## src/rtl/cc20_pkg.sv

```systemverilog
// Shared types, constants and round functions for the ChaCha20 keystream engine.
`default_nettype none

package cc20_pkg;

    localparam int DATA_W      = 64;
    localparam int CNT_W       = 4;
    localparam int CTR_W       = 32;
    localparam int BLOCK_BYTES = 64;
    localparam int BLOCK_W     = 8 * BLOCK_BYTES;
    localparam int KS_OFS_W    = 6;
    localparam int KEY_W       = 256;
    localparam int NONCE_W     = 96;

    localparam logic [3:0][31:0] SIGMA = {
        32'h6b206574, 32'h79622d32, 32'h3320646e, 32'h61707865
    };

    // 16-word ChaCha state, word 0 in the low bits
    typedef logic [15:0][31:0] cc20_state_t;

    typedef struct packed {
        logic [KEY_W-1:0]   key;
        logic [NONCE_W-1:0] nonce;
    } cc20_cfg_t;

    // One queued request: data plus where its keystream comes from
    typedef struct packed {
        logic [DATA_W-1:0]   data;
        logic [CNT_W-1:0]    cnt;
        logic [KS_OFS_W-1:0] ofs;
        logic [CTR_W-1:0]    ctr;
        logic                need_new;
    } cc20_item_t;

    typedef struct packed {
        logic [31:0] a;
        logic [31:0] b;
        logic [31:0] c;
        logic [31:0] d;
    } cc20_qr_t;

    function automatic cc20_qr_t cc20_quarter(input logic [31:0] a, input logic [31:0] b,
                                              input logic [31:0] c, input logic [31:0] d);
        logic [31:0] a1, b1, c1, d1;
        cc20_qr_t r;
        a1 = a + b;  d1 = d ^ a1;  d1 = {d1[15:0], d1[31:16]};
        c1 = c + d1; b1 = b ^ c1;  b1 = {b1[19:0], b1[31:20]};
        a1 = a1 + b1; d1 = d1 ^ a1; d1 = {d1[23:0], d1[31:24]};
        c1 = c1 + d1; b1 = b1 ^ c1; b1 = {b1[24:0], b1[31:25]};
        r.a = a1;
        r.b = b1;
        r.c = c1;
        r.d = d1;
        return r;
    endfunction

    // Column round when diag is 0, diagonal round when diag is 1
    function automatic cc20_state_t cc20_round(input cc20_state_t s, input logic diag);
        cc20_state_t col, dia;
        cc20_qr_t q;
        col = s;
        dia = s;
        for (int i = 0; i < 4; i++) begin
            q = cc20_quarter(s[i], s[4 + i], s[8 + i], s[12 + i]);
            col[i] = q.a; col[4 + i] = q.b; col[8 + i] = q.c; col[12 + i] = q.d;
        end
        for (int i = 0; i < 4; i++) begin
            q = cc20_quarter(s[i], s[4 + ((i + 1) % 4)], s[8 + ((i + 2) % 4)],
                             s[12 + ((i + 3) % 4)]);
            dia[i] = q.a;
            dia[4 + ((i + 1) % 4)]  = q.b;
            dia[8 + ((i + 2) % 4)]  = q.c;
            dia[12 + ((i + 3) % 4)] = q.d;
        end
        return diag ? dia : col;
    endfunction

    function automatic cc20_state_t cc20_init(input cc20_cfg_t cfg, input logic [CTR_W-1:0] ctr);
        cc20_state_t s;
        for (int i = 0; i < 4; i++) s[i] = SIGMA[i];
        for (int i = 0; i < 8; i++) s[4 + i] = cfg.key[32 * i +: 32];
        s[12] = ctr;
        for (int i = 0; i < 3; i++) s[13 + i] = cfg.nonce[32 * i +: 32];
        return s;
    endfunction

    function automatic cc20_state_t cc20_sum(input cc20_state_t a, input cc20_state_t b);
        cc20_state_t s;
        for (int i = 0; i < 16; i++) s[i] = a[i] + b[i];
        return s;
    endfunction

endpackage

`default_nettype wire

```

## src/rtl/cc20_front.sv

```systemverilog
// Front end: accept requests, apply restarts, track word position and block counter.
`default_nettype none

module cc20_front import cc20_pkg::*; #(
    parameter int WORD_BYTES = 8
) (
    input  wire logic               clk,
    input  wire logic               rst_n,
    input  wire logic               in_valid,
    output logic                    in_stall,
    input  wire logic [DATA_W-1:0]  data_in,
    input  wire logic [CNT_W-1:0]   byte_count,
    input  wire logic               first,
    input  wire logic [CTR_W-1:0]   start_counter,
    input  wire logic               q_full,
    output logic                    q_push,
    output cc20_item_t              q_item
);

    localparam int BLOCK_WORDS = BLOCK_BYTES / WORD_BYTES;
    localparam int WP_W        = (BLOCK_WORDS > 1) ? $clog2(BLOCK_WORDS) : 1;
    localparam int LIMIT       = (WORD_BYTES < 8) ? WORD_BYTES : 8;
    localparam int OFS_FULL_W  = KS_OFS_W + 1;
    localparam logic [WP_W-1:0] LAST_WP = WP_W'(BLOCK_WORDS - 1);

    logic [WP_W-1:0]        wp_reg, wp_next, wp_v;
    logic [CTR_W-1:0]       ctr_reg, ctr_next, ctr_v;
    logic                   ready_reg, ready_next, ready_v;
    logic [CNT_W-1:0]       cnt;
    logic [OFS_FULL_W-1:0]  ofs_full;

    always_comb begin
        ctr_v   = ctr_reg;
        wp_v    = wp_reg;
        ready_v = ready_reg;
        if (first) begin
            ctr_v   = start_counter;
            wp_v    = '0;
            ready_v = 1'b0;
        end
        cnt      = (byte_count > CNT_W'(LIMIT)) ? CNT_W'(LIMIT) : byte_count;
        ofs_full = OFS_FULL_W'(wp_v) * OFS_FULL_W'(WORD_BYTES);

        q_item.data     = data_in;
        q_item.cnt      = cnt;
        q_item.ofs      = ofs_full[KS_OFS_W-1:0];
        q_item.ctr      = ctr_v;
        q_item.need_new = !ready_v;

        ctr_next   = ctr_v;
        wp_next    = wp_v;
        ready_next = ready_v;
        // an empty request consumes no keystream
        if (cnt != '0) begin
            if (wp_v == LAST_WP) begin
                wp_next    = '0;
                ctr_next   = ctr_v + CTR_W'(1);
                ready_next = 1'b0;
            end else begin
                wp_next    = wp_v + WP_W'(1);
                ready_next = 1'b1;
            end
        end
    end

    assign in_stall = q_full;
    assign q_push   = in_valid && !q_full;

    always_ff @(posedge clk or negedge rst_n) begin
        if (!rst_n) begin
            wp_reg    <= '0;
            ctr_reg   <= '0;
            ready_reg <= 1'b0;
        end else if (q_push) begin
            wp_reg    <= wp_next;
            ctr_reg   <= ctr_next;
            ready_reg <= ready_next;
        end
    end

endmodule

`default_nettype wire

```

## config.mk

```make
export PLATFORM = sky130hd
export DESIGN_NAME = cc20_front
export DESIGN_NICKNAME = d
export VERILOG_FILES = /design/src/rtl/cc20_pkg.sv /design/src/rtl/cc20_front.sv
export SDC_FILE = /design/constraint.sdc
export NUM_CORES = 1
export LEC_CHECK = 0
export ABC_AREA = 1
export BUFFER_PORTS_ARGS = -buffer_cell sky130_fd_sc_hd__buf_2
export CAP_MARGIN = 40
export CORE_ASPECT_RATIO = 1.4
export CORE_UTILIZATION = 35
export CTS_CLUSTER_DIAMETER = 200
export DETAILED_ROUTE_END_ITERATION = 10
export PLACE_DENSITY_LB_ADDON = 0.25
export REMOVE_ABC_BUFFERS = 1
export SLEW_MARGIN = 10
export SYNTH_ARGS = -nofsm -noshare
export SYNTH_HDL_FRONTEND = slang
export SYNTH_SLANG_ARGS = --single-unit
```

## constraint.sdc

```tcl
create_clock -name clk -period 2.4 [get_ports clk]
set_input_delay 0.48 -clock clk [delete_from_list [all_inputs] [get_ports clk]]
set_output_delay 0.48 -clock clk [all_outputs]
set_load 0.01 [all_outputs]
```

# Yosys cells after proc, flatten, opt, wreduce, memory -nomap -nowiden
# Index checks and enable logic that the tools add are counted.
[totals] regBits=36 word_cells=21
[op_classes] add_sub_neg=2 n_eq_ne=1 n_reduce_logical=4 n_lt_le_gt_ge=1 n_mux=10
[ops] cell="$mux W32" n=3
[ops] cell="$add A32 B1 Y32 const B" n=1
[ops] cell="$mux W3" n=3
[ops] cell="$gt A4 B4 Y1 const B" n=1
[ops] cell="$mux W4" n=1
[ops] cell="$reduce_bool A4 Y1" n=1
[ops] cell="$add A3 B1 Y3 const B" n=1
[ops] cell="$eq A3 B3 Y1 const B" n=1
[ops] cell="$mux W1" n=3
[ops] cell="$logic_not A1 Y1" n=2
[ops] cell="$logic_and A1 B1 Y1" n=1

# Depth between registers and ports, before layout
[depth] depth_word=4 depth_mapped=14 mapped_depth_nobuf=14

# Least setup slack after synthesis
# No wires, ideal clock.
[synth_path] kind="input port to flip-flop" from="input port first" to="register ctr_reg[28]" n_path_buf=3 setup_slack_ps=107 arrival_time_ps=2176 stages=11 setup_time_ps=117 path_cell_list="buf_6 -> buf_6 -> nor2_1 -> ha_1 -> ha_1 -> nand2_1 -> clkbuf_1 -> nor3_1 -> nand4_1 -> nand3_1 -> nand2_1"
[synth_lines] element="start: declaration" line="cc20_front.sv:13" text="input wire logic first,"
[synth_lines] element="end signal: assignment" line="cc20_front.sv:76" text="ctr_reg <= ctr_next;"
[synth_lines] element="end: declaration" line="cc20_front.sv:27" text="logic [CTR_W-1:0] ctr_reg, ctr_next, ctr_v;"

==> out/results.tsv <==
metric	value	unit
outcome	completed	
root_buffer	clkbuf_16	
critical_path_arrival	1770	ps
clock_skew	7.69	ps
initial_utilization	0.363	
clkSlewWorstSetupHoldPaths	60	ps
vias	3483	
n_antenna_cell	0	
clkPwrFrac	0.342	
path_delay_family	buffers and inverters	
p_int	1.47	mW
netlist_area	3630	um2
r2r_setup_slack	400	ps
ys_seq_elements	36	
synth-async-reset-ratio	1.00	
synth_top_family_by_area	simple AND/OR/NAND/NOR gates	
synth_cell_types	39	
core-area	10000	um2
cp.required	1920	ps
hold_buffers	0	
synthSimpleGateAreaFrac	0.431	
yosysWarningCount	0	
setup.worst_path.start_class	primary input	
insertion_delay	280	ps
die_x	88.1	um
worst_path_largest_cell_delay	280	ps
grt_util_all_layers	0.272	
rsz0062_at_grt	no	
post-route-period-util	0.936	
switchingPower	0.746	mW
ys_top_cells_by_area	dfrtp_1 (25%), nand2_1 (17%), buf_4 (14%)	
cp_slowest_cell	buf_2	
cts-resized-gates	0	
layout.nets	675	
syn_to_final_growth	10.0	%
clock_path_buffers	2	
synth-compound-area-share	0.0648	
synth_area_leader_cell	dfrtp_1	
drtAntennaViolNets	0	
regToRegEndpoint	ctr_reg[27]	
worstPathCellList	buf_2 -> inv_2 -> buf_12 -> or2_2 -> o21ai_0 -> inv_1 -> buf_2	
fin_crit	2250	ps
fin_area	3990	um2
synth_top_cells_by_count	nand2_1 (165), buf_4 (70), nand3_1 (44)	
drt-total-wl	14.4	mm
tns	0	ps
grt_max_degree	24	
synth.most_common_cell	nand2_1	
place_hpwl	12.2	mm
synth_enable_flop_cells	0	
power_frac_comb	0.316	
drive_gt1_frac	0.326	
post_cts_buffers	0	
crit_fanout	16	
grt_overflow_total	0	
hold_path.class	primary input to asynchronous set/reset pin	
max_freq	445	MHz
numPortBuffers	82	
cp-end-kind	primary output	
routedWlPerCell	20.5	um
cts_tree	yes	
r2r_cells	13	
cts_made_buffers	5	
drc	0	
placed_cell_area	3830	um2
path_buf_inv	5	
synthFlopType	dfrtp_1	
grt_pass1_wl	20.6	mm
cp_common_cell	buf_2	
cts_sinks	36	
crit_type	primary input to primary output	
largest_reg_flops	32	
antenna_found_initial	0	
grt_pass1_vias	3216	
finalSetupViolCount	0	
fillers	1085	
io_pins	214	
dieHeight	122	um
ir_worst_vdd	243	uV
rr_startpoint	wp_reg[0]	
powerDensity	556	nW/um2
maxSlewViolCount	0	
synth_xor_area_frac	0.0217	
routabilityCongestion	0.909	
maxCapViolCount	0	
power_frac_seq	0.342	
drtPass1Iterations	5	
via_per_inst	4.95	
synthAdderAreaFrac	0.0103	
design.die.area	10800	um2
sw_frac_of_total	0.336	
yosys-mux-area-fraction	0	
netlist_instances	534	
p_leak	2.08	nW
cts_max_level	2	
rows	43	
hold_viol_final	0	
syn_area_per_cell	6.80	um2
synth_top_cell_area_share	0.248	
drt_iter0_drc	224	
ys_seq_area_frac	0.248	
[kinds of logic after synthesis]
family / count (synthesis)
xor+xnor: 9
compound gates: 37
other cells: 1
fa+ha+maj: 3
buf+inv: 128
flops: 36
simple gates: 320
[cell type report]
type                       count  area (um2)  area share
clock buffer                   6         129      0.0323
clock inverter                 2        35.0     0.00877
inverter                      42         158      0.0395
multi-input combinational    372        1930       0.484
sequential                    36         901       0.226
tap                          135         169      0.0423
timing repair buffer         110         671       0.168
[per-stage QoR]
step	setup slack (ps)	utilization	hold WS, ps	cells	total power [mW]
final	153	0.399	111	703	2.22
after global routing	74.7	0.399	136	703	2.37
after CTS	140	0.399	128	703	2.24
after detailed placement	44.8	0.383	431	695	1.47
after global placement	39.3	0.381	459	694	1.46
after floorplan	-944	-	184	450	1.17
[power groups by stage]
stage	logic (mW)	clock network, mW	registers (mW)
final	0.701	0.758	0.759
after global routing	0.790	0.807	0.773
after CTS	0.709	0.776	0.759
after detailed placement	0.705	0	0.769
after global placement	0.695	0	0.765
after floorplan	0.419	0	0.755
[cell usage in the layout (no fill, tap or decap), types with 2 or more instances in the layout]
cell type / instances
a21boi_0: 2
a21oi_1: 4
buf_12: 4
buf_2: 82
buf_4: 24
clkbuf_16: 5
conb_1: 3
dfrtp_1: 36
ha_1: 3
inv_1: 40
nand2_1: 165
nand2_2: 26
nand2_4: 13
nand3_1: 44
nand3b_1: 2
nand4_1: 10
nor2_1: 33
nor2_2: 8
nor2_4: 7
nor3_1: 5
o21ai_0: 16
o21ai_1: 4
o21ai_2: 5
or2_2: 3
xnor2_1: 6
xor2_1: 3
[how the worst max path moves through the flow]
stage	from	to	slack (ps)	cells past startpoint
6_report	first	q_item[31]	150	7
3_5_place_dp	first	ctr_reg[27]	40	13
4_1_cts	first	q_item[31]	140	7
3_3_place_gp	first	ctr_reg[27]	40	13
2_1_floorplan	in_valid	wp_reg[0]	-940	5
5_1_grt	first	q_item[31]	70	7
[per-layer routing]
layer	vias up	global-route usage	share of wire
li1	1672	-	-
met1	1532	0.254	0.31
met2	260	0.430	0.46
met3	17	0.245	0.21
met4	2	0.0675	0.020
met5	-	0.0657	0.0040
Power figures use the tool's default switching activity.
