**src/rtl/cc20_pkg.sv**
```systemverilog
// Shared types, constants and round functions for the ChaCha20 keystream engine.
`default_nettype none

package cc20_pkg;

    localparam int DATA_W      = 64;
    localparam int CNT_W       = 4;
    localparam int CTR_W       = 32;
    localparam int BLOCK_BYTES = 64;
    localparam int BLOCK_W     = 8 * BLOCK_BYTES;
    localparam int KS_OFS_W    = 6;
    localparam int KEY_W       = 256;
    localparam int NONCE_W     = 96;

    localparam logic [3:0][31:0] SIGMA = {
        32'h6b206574, 32'h79622d32, 32'h3320646e, 32'h61707865
    };

    // 16-word ChaCha state, word 0 in the low bits
    typedef logic [15:0][31:0] cc20_state_t;

    typedef struct packed {
        logic [KEY_W-1:0]   key;
        logic [NONCE_W-1:0] nonce;
    } cc20_cfg_t;

    // One queued request: data plus where its keystream comes from
    typedef struct packed {
        logic [DATA_W-1:0]   data;
        logic [CNT_W-1:0]    cnt;
        logic [KS_OFS_W-1:0] ofs;
        logic [CTR_W-1:0]    ctr;
        logic                need_new;
    } cc20_item_t;

    typedef struct packed {
        logic [31:0] a;
        logic [31:0] b;
        logic [31:0] c;
        logic [31:0] d;
    } cc20_qr_t;

    function automatic cc20_qr_t cc20_quarter(input logic [31:0] a, input logic [31:0] b,
                                              input logic [31:0] c, input logic [31:0] d);
        logic [31:0] a1, b1, c1, d1;
        cc20_qr_t r;
        a1 = a + b;  d1 = d ^ a1;  d1 = {d1[15:0], d1[31:16]};
        c1 = c + d1; b1 = b ^ c1;  b1 = {b1[19:0], b1[31:20]};
        a1 = a1 + b1; d1 = d1 ^ a1; d1 = {d1[23:0], d1[31:24]};
        c1 = c1 + d1; b1 = b1 ^ c1; b1 = {b1[24:0], b1[31:25]};
        r.a = a1;
        r.b = b1;
        r.c = c1;
        r.d = d1;
        return r;
    endfunction

    // Column round when diag is 0, diagonal round when diag is 1
    function automatic cc20_state_t cc20_round(input cc20_state_t s, input logic diag);
        cc20_state_t col, dia;
        cc20_qr_t q;
        col = s;
        dia = s;
        for (int i = 0; i < 4; i++) begin
            q = cc20_quarter(s[i], s[4 + i], s[8 + i], s[12 + i]);
            col[i] = q.a; col[4 + i] = q.b; col[8 + i] = q.c; col[12 + i] = q.d;
        end
        for (int i = 0; i < 4; i++) begin
            q = cc20_quarter(s[i], s[4 + ((i + 1) % 4)], s[8 + ((i + 2) % 4)],
                             s[12 + ((i + 3) % 4)]);
            dia[i] = q.a;
            dia[4 + ((i + 1) % 4)]  = q.b;
            dia[8 + ((i + 2) % 4)]  = q.c;
            dia[12 + ((i + 3) % 4)] = q.d;
        end
        return diag ? dia : col;
    endfunction

    function automatic cc20_state_t cc20_init(input cc20_cfg_t cfg, input logic [CTR_W-1:0] ctr);
        cc20_state_t s;
        for (int i = 0; i < 4; i++) s[i] = SIGMA[i];
        for (int i = 0; i < 8; i++) s[4 + i] = cfg.key[32 * i +: 32];
        s[12] = ctr;
        for (int i = 0; i < 3; i++) s[13 + i] = cfg.nonce[32 * i +: 32];
        return s;
    endfunction

    function automatic cc20_state_t cc20_sum(input cc20_state_t a, input cc20_state_t b);
        cc20_state_t s;
        for (int i = 0; i < 16; i++) s[i] = a[i] + b[i];
        return s;
    endfunction

endpackage

`default_nettype wire

```
**src/rtl/cc20_fifo.sv**
```systemverilog
// Short request queue between the front end and the back end.
`default_nettype none

module cc20_fifo import cc20_pkg::*; #(
    parameter int DEPTH = 4
) (
    input  wire logic       clk,
    input  wire logic       rst_n,
    input  wire logic       push,
    input  wire cc20_item_t push_item,
    output logic            full,
    input  wire logic       pop,
    output logic            head_valid,
    output cc20_item_t      head
);

    localparam int PTR_W = $clog2(DEPTH);
    localparam int CNT_QW = $clog2(DEPTH + 1);
    localparam logic [PTR_W-1:0] LAST_PTR = PTR_W'(DEPTH - 1);

    cc20_item_t         entries_reg [DEPTH];
    logic [PTR_W-1:0]   wr_ptr_reg, rd_ptr_reg;
    logic [CNT_QW-1:0]  count_reg;

    always_ff @(posedge clk or negedge rst_n) begin
        if (!rst_n) begin
            wr_ptr_reg <= '0;
            rd_ptr_reg <= '0;
            count_reg  <= '0;
        end else begin
            if (push) begin
                wr_ptr_reg <= (wr_ptr_reg == LAST_PTR) ? '0 : wr_ptr_reg + PTR_W'(1);
            end
            if (pop) begin
                rd_ptr_reg <= (rd_ptr_reg == LAST_PTR) ? '0 : rd_ptr_reg + PTR_W'(1);
            end
            if (push && !pop) begin
                count_reg <= count_reg + CNT_QW'(1);
            end else if (pop && !push) begin
                count_reg <= count_reg - CNT_QW'(1);
            end
        end
    end

    always_ff @(posedge clk) begin
        if (push) begin
            entries_reg[wr_ptr_reg] <= push_item;
        end
    end

    assign full       = (count_reg == CNT_QW'(DEPTH));
    assign head_valid = (count_reg != '0);
    assign head       = entries_reg[rd_ptr_reg];

endmodule

`default_nettype wire

```
**config.mk**
```make
export PLATFORM = sky130hd
export DESIGN_NAME = cc20_fifo
export DESIGN_NICKNAME = d
export VERILOG_FILES = /design/src/rtl/cc20_pkg.sv /design/src/rtl/cc20_fifo.sv
export SDC_FILE = /design/constraint.sdc
export NUM_CORES = 1
export LEC_CHECK = 0
export BUFFER_PORTS_ARGS = -buffer_cell sky130_fd_sc_hd__buf_2
export CELL_PAD_IN_SITES_DETAIL_PLACEMENT = 0
export CELL_PAD_IN_SITES_GLOBAL_PLACEMENT = 1
export CORE_ASPECT_RATIO = 1.5
export CORE_MARGIN = 8
export CORE_UTILIZATION = 47
export CTS_BUF_LIST = sky130_fd_sc_hd__clkbuf_16
export CTS_CLUSTER_DIAMETER = 30
export CTS_CLUSTER_SIZE = 14
export DETAILED_ROUTE_END_ITERATION = 12
export PLACE_DENSITY = 0.77
export SLEW_MARGIN = 20
export SYNTH_ARGS = -nofsm -noshare
export SYNTH_HDL_FRONTEND = slang
export SYNTH_SLANG_ARGS = --single-unit
```
**constraint.sdc**
```tcl
create_clock -name clk -period 3.9 [get_ports clk]
set_input_delay 0.195 -clock clk [delete_from_list [all_inputs] [get_ports clk]]
set_output_delay 0.195 -clock clk [all_outputs]
set_load 0.03 [all_outputs]
```
* Word level (Yosys, flattened, before mapping)
Memories as Yosys holds them, arrays and structs flattened.
Cells that the tools add are included.
Widths: inputs -> output; s select.
** Operators by class
- $add $sub $neg :: 4
- Multiplexer cells :: 6
- Reduce and logical (&&, ||, !) cells :: 6
- Eq/ne operators :: 3
** Operators by type and width (count)
- $mux 3 :: 2
- $add 2x1->2 const B :: 2
- $eq 2x2->1 const B :: 2
- $mux 2 :: 2
- $add 3x1->3 const B :: 1
- $eq 3x3->1 const B :: 1
- $reduce_bool 3->1 :: 1
- $sub 3x1->3 const B :: 1
- $logic_and 1x1->1 :: 2
- $logic_not 1->1 :: 2
- $mux 1 :: 2
- $reduce_bool 2->1 :: 1
** Word-level totals
- Memories :: 1
- Memory bits (writable) :: 428
- Flip-flop bits (word level) :: 7
** Memories
- entries_reg :: depth 4, width 107, read ports 1, clocked after Yosys merged registers in 0, wr ports 1, RTL line cc20_fifo.sv:21 : cc20_item_t entries_reg [DEPTH];

* Depth between registers and ports, before layout
Gate-level depths: netlist of the first run.
- Depth after elaboration :: 4
- Gate-level depth with buffers :: 7
- Depth with buffers taken out :: 7

* Worst setup path before layout of the first run
Ideal clock, no wire load.
- Kind :: reg2reg
- Start point :: reg wr_ptr_reg[0]
- End point :: mem entries_reg[2][0] (netlist bit), enable pin
- Path buffers :: 0
- Required time :: 3422 ps
- Stages on the path, launching flop included :: 4
- Path slack :: 331 ps
- Arrival :: 3091 ps
- Clock period less this slack :: 3569 ps
- Library setup time :: 478 ps
- Cell sequence :: dfrtp_1 -> inv_1 -> ha_1 -> and2_1
** RTL lines
- from (decl) :: RTL line cc20_fifo.sv:22 : logic [PTR_W-1:0] wr_ptr_reg, rd_ptr_reg;
- from (signal assigned) :: RTL line cc20_fifo.sv:32 : wr_ptr_reg <= (wr_ptr_reg == LAST_PTR) ? '0 : wr_ptr_reg + PTR_W'(1);
- to (decl) :: RTL line cc20_fifo.sv:21
Straight into the memory's write port.

==> reports/results.ini, run 1 <==
[placement]
place.gp.congestion = 0.693
dp.cells = 1223
placed_cell_area_sq_um = 17500
dp_hpwl_mm = 18.5
io_buffer_count = 219

[cts]
cts_hold_buf = 111
clock_path_buffers = 3
root_buffer = clkbuf_16
cts.sinks = 435
cts-buffers-inserted = 57
clk-insertion-delay-late_ns = 0.57
cts_resized = 0
cts_setup_buffers = 0
cts_tree = done
clk_pin_slew_worst_paths_ns = 0.06
h-tree-depth = 2

[detailed_routing]
vias = 7575
drc = 0
wl_per_cell_microns = 21.8
wirelength_mm = 31.4
viasPerCell = 5.25
antenna_left = 0
firstDrtPassIters = 4
drt_iter0_drc = 334

[global_routing]
grt_pass1_vias = 8642
grt_pass1_wl_mm = 48.5
grt_max_degree = 86
grt.overflow.total = 0
use_met3 = 0.0427
antenna_found_initial = 3
top_usage_layer = met2
grt_use_met2 = 0.299
grt_use_met1 = 0.166
grtUsageTotal = 0.158

[finish]
final_common_cell = edfxtp_1
utilization = 0.614
final_nets = 1091
final_cell_mix = edfxtp_1 (428), buf_2 (219), dlygate4sd3_1 (111)
area_growth_pct = 29.3
largest_register_ff_count = 428
stdcell_count = 1444
fin_area_sq_um = 20500
drive_above_1_share = 0.437

[worst_setup_path]
critPathArrivalTime_ns = 2.67
cp_max_fo = 35
cp.required_ns = 3.70
crit_type = register to output port
critPathCaptureType = output port
critPathLaunchType = register
r2r_cells = 4

[sta]
fin_skew_ns = 0.0165
fmax_mhz = 349
drv_slew = 0
rsz0062_at_grt = no
setup_viol = 0
relSlewSlack = 0.383
min_period_ns = 2.87
setup_tns_ns = 0
timing.final.crit_share = 0.735
tightest_slew_ns = 0.926
hold_viol = 0

[min_path]
whs_path_depth = 2
hold_class = primary input to register

[job]
maxCapViolCount = 0

[power]
powerDensity_nw_per_um2 = 794
power_frac_comb = 0.303
power.switching_uw = 5450
p_total_uw = 16300
intPower_uw = 10800
power.share.clock = 0.304
seqPwrFrac = 0.393
ir_drop_mv = 0.633
p_sw_frac = 0.335
p_leak_uw = 0.00713

[synthesis]
ys_seq_elements = 435
synth_top_area_cell = edfxtp_1
synthesis.nets = 714
yosysSeqAreaShare = 0.823
ys_types = 20
postSynthAreaPerCell_sq_um = 26.6
synth.area.top_cells = edfxtp_1 (81%), mux4_2 (15%), dfrtp_1 (1.1%)
syn-cell-area_sq_um = 15800
syn_inst = 596
synth_top_cell_area_share = 0.812
yosysWarnings = 0

[floorplan]
core_sq_um = 33300
initial_core_util = 0.475
dieHeight_microns = 241
die_x_microns = 166
dieArea_sq_um = 39900
rows = 82
ioPinCount = 220

[outcome]
outcome = complete, no violations

[cell families after synthesis]
kind of cell | after synthesis | share of synthesized area
XOR/XNOR | 3 | 0.00166
multiplexers | 110 | 0.154
AO/OA/AOI/OAI | 2 | 0.000632
buffers and inverters | 28 | 0.0111
AND/OR/NAND/NOR | 11 | 0.00363
flip-flops | 435 | 0.823
adder cells (fa/ha/maj) | 7 | 0.00600
[synth_stat cells]
library cell,count
mux2_2,3
nor3b_1,1
fa_1,1
ha_1,6
mux4_2,107
nor2_1,3
buf_12,1
clkbuf_1,5
buf_2,8
o21ai_0,2
nand2_1,2
and2_1,4
dfrtp_1,7
buf_6,2
xor2_1,2
edfxtp_1,428
or3_1,1
buf_4,8
inv_1,4
xnor2_1,1
[routing by layer]
metal	wire [microns]	vias up
met4	763	0
met1	11500	3946
li1	-	3359
met5	0	-
met2	17500	221
met3	1650	49
[final cells by class]
| type | instances | area (sq um) |
|---|---|---|
| flip-flops and latches | 435 | 13000 |
| repair buffers | 342 | 2380 |
| clock inverters | 50 | 438 |
| inverters | 4 | 15.0 |
| well taps | 420 | 526 |
| diodes | 3 | 7.51 |
| multi-input cells | 133 | 2640 |
| clock buffers | 57 | 1430 |
| fillers | 2296 | 12900 |
[metrics by stage]
stage | worst slack, ns | hold WS, ns
after floorplan | 0.331 | -0.101
after global placement | 1.56 | 0.0418
after detailed placement | 1.53 | 0.0437
after CTS | 0.918 | 0.339
after global routing | 0.837 | 0.354
final | 1.03 | 0.366
[power groups by stage]
stage,Clock (uW),Combinational [uW],Sequential (uW)
after floorplan,0,3740,6270
after global placement,0,4940,6460
after detailed placement,0,4950,6510
after CTS,5050,5060,6420
after global routing,5260,5220,6480
final,4950,4930,6390
[final timing paths]
check / startpoint / endpoint / slack (ns)
min in group asynchronous: rst_n / rd_ptr_reg[0] / 0.59
max reg2reg: wr_ptr_reg[1] / entries_reg[1][51] / 1.75
max in group asynchronous: rst_n / rd_ptr_reg[1] / 3.04
min reg2reg: count_reg[2] / count_reg[2] / 0.48
min: push_item[48] / entries_reg[2][48] / 0.37
max: rd_ptr_reg[0] / head[40] / 1.03
[worst max-delay path, stage by stage (launching register included)]
cell,delay [ns]
dfrtp_4,0.90
buf_4,0.41
mux4_2,0.55
buf_2,0.19
Note: power is estimated with default switching activity, not from simulation.
==> run 2, diff against run 1 <==
Clock period 3.9 ns to 2.7 ns, I/O delays scaled along.
==> reports/results.ini, run 2 (synthesized netlist as in run 1, its figures left out) <==
[placement]
place.gp.congestion = 0.739
dp.cells = 1230
io_buffer_count = 219
dp_hpwl_mm = 18.9

[worst_setup_path]
critPathArrivalTime_ns = 2.33
cp.required_ns = 2.57
r2r_slack_ns = 0.85
critPathCaptureType = output port
crit_type = register to output port
critPathLaunchType = register
cp_slowest_cell = dfrtp_4
slowest_delay_ns = 0.72
cp_max_fo = 23
path_cells = buf_12 -> mux4_2 -> buf_2

[finish]
nFillCells = 2209
multi_input_area_sq_um = 2640
drive_above_1_share = 0.441
stdcell_count = 1448
largest_register_ff_count = 428
layout.area.seq_sq_um = 13000
final_cell_mix = edfxtp_1 (428), buf_2 (219), dlygate4sd3_1 (111)
area_growth_pct = 30.6
final_nets = 1097
final_common_cell = edfxtp_1

[detailed_routing]
antenna_left = 0
wirelength_mm = 31.4
drt_iter0_drc = 412
vias = 7585
wl_per_cell_microns = 21.7
viasPerCell = 5.24
drc = 0
firstDrtPassIters = 4

[global_routing]
grt_use_met2 = 0.292
grtUsageTotal = 0.157
grt_pass1_vias = 8517
grt_max_degree = 63
top_usage_layer = met2
use_met3 = 0.0388
grt.overflow.total = 0
antenna_found_initial = 2
grt_use_met1 = 0.170
grt_pass1_wl_mm = 48.2

[sta]
setup_tns_ns = 0
hold_viol = 0
fmax_mhz = 405
timing.final.crit_share = 0.914
fin_skew_ns = 0.0123
relSlewSlack = 0.689
drv_slew = 0
setup_viol = 0
min_period_ns = 2.47
tightest_slew_ns = 0.466
rsz0062_at_grt = no

[power]
seqPwrFrac = 0.379
power.switching_uw = 7920
power.share.clock = 0.308
power_frac_comb = 0.313
p_sw_frac = 0.331
p_leak_uw = 0.00724
powerDensity_nw_per_um2 = 1160
ir_drop_mv = 0.813
intPower_uw = 16000
p_total_uw = 23900

[floorplan]
ioPinCount = 220
rows = 82
initial_core_util = 0.475
dieArea_sq_um = 39900
dieHeight_microns = 241
core_sq_um = 33300
die_x_microns = 166

[cts]
h-tree-depth = 2
clk_pin_slew_worst_paths_ns = 0.06
cts-buffers-inserted = 56
cts.sinks = 435
clk-insertion-delay-late_ns = 0.57
clock_path_buffers = 3
root_buffer = clkbuf_16
cts_tree = done

[outcome]
outcome = complete, no violations

[min_path]
hold_class = primary input to register

[job]
maxCapViolCount = 0

==> run 2: cell count changes in the layout (fill, tap and decap cells not counted), sizes merged <==
cell,change
diode,-2
clkinv,+1
buf,+7
clkinvlp,-1
bufinv,+2
inv,-3
==> run 2: stage by stage <==
stage,cell area [sq um],hold WS (ns),util,setup WS (ns)
after floorplan,15800,-0.161,-,0.316
after global placement,17600,-0.0207,0.529,0.762
after detailed placement,17600,-0.0165,0.529,0.753
after CTS,20700,0.276,0.620,0.138
after global routing,20700,0.292,0.620,0.0688
final,20700,0.311,0.620,0.232
==> run 2: timing repair <==
| item | 4_1_cts | 5_1_grt |
|---|---|---|
| hold buffers | 111 | 0 |
| resized for setup | 0 | 0 |
| setup buffers | 0 | 0 |
| setup endpoints to repair | 0 | 0 |
| endpoints found under the hold margin | 439 | 0 |
==> run 2: final timing paths <==
check | cells after the start | startpoint | end
max | 3 | rd_ptr_reg[0] | head[5]
min | 2 | push_item[78] | entries_reg[1][78]
max reg2reg | 4 | wr_ptr_reg[0] | entries_reg[0][5]
min reg2reg | 1 | count_reg[2] | count_reg[2]
max in group asynchronous | 3 | rst_n | rd_ptr_reg[0]
min in group asynchronous | 3 | rst_n | count_reg[2]
==> run 2: layer usage <==
layer,up-vias,wire [microns]
met5,-,13
met4,2,1030
met3,62,1740
met2,217,16900
met1,3935,11700
li1,3369,-
==> run 2: power by group through the flow <==
stage          combinational [uW]  sequential, uW  clock (uW)
6_report                     7480            9060        7360
5_1_grt                      7930            9170        7790
4_1_cts                      7650            9090        7520
3_5_place_dp                 7500            9220           0
3_3_place_gp                 7510            9160           0
2_1_floorplan                5410            8990           0
==> run 2: layout make-up <==
type | count | share of cell area
inverters | 4 | 0.000726
repair buffers | 349 | 0.123
well taps | 420 | 0.0254
multi-input cells | 133 | 0.128
clock buffers | 57 | 0.0690
flip-flops and latches | 435 | 0.630
clock inverters | 49 | 0.0240
diodes | 1 | 0.000121
==> run 2: critical path: cells and delay by family (launching register included) <==
family	cells	cell delay [ns]
buf+inv	2	0.48
flops	1	0.72
mux	1	0.55
==> run 3, diff against run 2 <==
Settings changed: CORE_ASPECT_RATIO 1.5 to 1.75, RECOVER_POWER set to 25.
Clock period 2.7 ns to 2.9 ns, I/O delays scaled along.
==> reports/results.ini, run 3 (synthesized netlist as in run 1, its figures left out) <==
[outcome]
outcome = complete, no violations

[global_routing]
grt_max_degree = 108
grtUsageTotal = 0.162
grt_pass1_wl_mm = 49.1
grt_pass1_vias = 8397
grt.overflow.total = 0
antenna_found_initial = 4

[cts]
h-tree-depth = 2
cts_tree = done
cts_setup_buffers = 0
clk-insertion-delay-late_ns = 0.55
clock_path_buffers = 3
cts-buffers-inserted = 51
root_buffer = clkbuf_16
cts.sinks = 435
clk_pin_slew_worst_paths_ns = 0.06
cts_resized = 0

[detailed_routing]
antenna_left = 0
vias = 7511
wirelength_mm = 32.1
drt_iter0_drc = 411
wl_per_cell_microns = 21.9
firstDrtPassIters = 7
drc = 0
viasPerCell = 5.13

[power]
power.share.clock = 0.294
seqPwrFrac = 0.386
intPower_uw = 14400
p_leak_uw = 0.00689
p_sw_frac = 0.333
power_frac_comb = 0.321
ir_drop_mv = 0.672
power.switching_uw = 7200
powerDensity_nw_per_um2 = 1060

[sta]
holdWs_ns = 0.368
rsz0062_at_grt = no
min_period_ns = 2.53
tightest_slew_ns = 0.819
timing.final.crit_share = 0.871
fin_skew_ns = 0.0132
hold_viol = 0
fmax_mhz = 396
relSlewSlack = 0.454
setup_tns_ns = 0
setup_viol = 0
drv_slew = 0

[floorplan]
rows = 89
dieArea_sq_um = 40100
initial_core_util = 0.472
dieHeight_microns = 259
die_x_microns = 155
core_sq_um = 33500
ioPinCount = 220

[finish]
largest_register_ff_count = 428
drive_above_1_share = 0.361
area_growth_pct = 28.3
final_nets = 1086
final_common_cell = edfxtp_1
final_cell_mix = edfxtp_1 (428), buf_2 (153), dlygate4sd3_1 (111)

[worst_setup_path]
crit_buf_inv = 2
crit_type = register to output port
crit_family = multiplexers
critPathCaptureType = output port
path_cells = buf_12 -> mux4_2 -> buf_2
cp.required_ns = 2.76
slowest_delay_ns = 0.59
critPathArrivalTime_ns = 2.38
critPathLaunchType = register
cp_max_fo = 53
cp_slowest_cell = mux4_2

[placement]
dp_hpwl_mm = 18.6
place.gp.congestion = 0.704
io_buffer_count = 219

[min_path]
hold_class = primary input to register

[job]
maxCapViolCount = 0

run 3: final cells by class:
cell class	count	area [sq um]
Clock inverter	41	447
Fill cell	2394	13200
Antenna cell	3	7.51
Inverter	4	15.0
Timing Repair Buffer	343	2320
Tap cell	455	569
Multi-Input combinational cell	133	2640
Clock buffer	51	1280
Sequential cell	435	13000
run 3: final timing paths:
path | depth (start not counted) | slack (ns) | start | to
worst min register to register | 1 | 0.49 | count_reg[2] | count_reg[2]
worst max-delay path | 3 | 0.37 | rd_ptr_reg[0] | head[41]
worst max register to register | 4 | 0.96 | wr_ptr_reg[0] | entries_reg[2][84]
worst min-delay path | 2 | 0.37 | push_item[42] | entries_reg[2][42]
min in group asynchronous | 3 | 0.58 | rst_n | count_reg[1]
max in group asynchronous | 3 | 2.03 | rst_n | rd_ptr_reg[0]
run 3: power by group through the flow:
stage / clock network, uW / logic [uW] / registers (uW)
after floorplan: 0 / 5030 / 8370
after global placement: 0 / 6970 / 8420
after detailed placement: 0 / 6950 / 8480
after CTS: 6480 / 7110 / 8360
after global routing: 6710 / 7340 / 8440
final: 6350 / 6940 / 8350
run 3: stage by stage:
step           area, sq um  cells  utilization  setup WS [ns]  power, uW
5_1_grt              20300   1464        0.606          0.234      22500
3_3_place_gp         17600   1259        0.524          0.888      15400
6_report             20300   1465        0.606          0.375      21600
2_1_floorplan        15800    596            -          0.516      13400
3_5_place_dp         17600   1259        0.524          0.882      15400
4_1_cts              20400   1462        0.608          0.294      21900
run 3: routing by layer:
| layer | track usage | part of all wire | up-vias | wire, microns |
|---|---|---|---|---|
| li1 | - | - | 3337 | - |
| met1 | 0.174 | 0.35 | 3886 | 11300 |
| met2 | 0.299 | 0.56 | 227 | 18000 |
| met3 | 0.0424 | 0.059 | 59 | 1890 |
| met4 | 0.0618 | 0.029 | 2 | 924 |
| met5 | 0 | 0.00034 | - | 11 |
run 3: timing repair:
action                                  4_1_cts  5_1_grt
hold buffers                                111        0
endpoints found under the hold margin       439        0
endpoints found under the setup margin        0        0
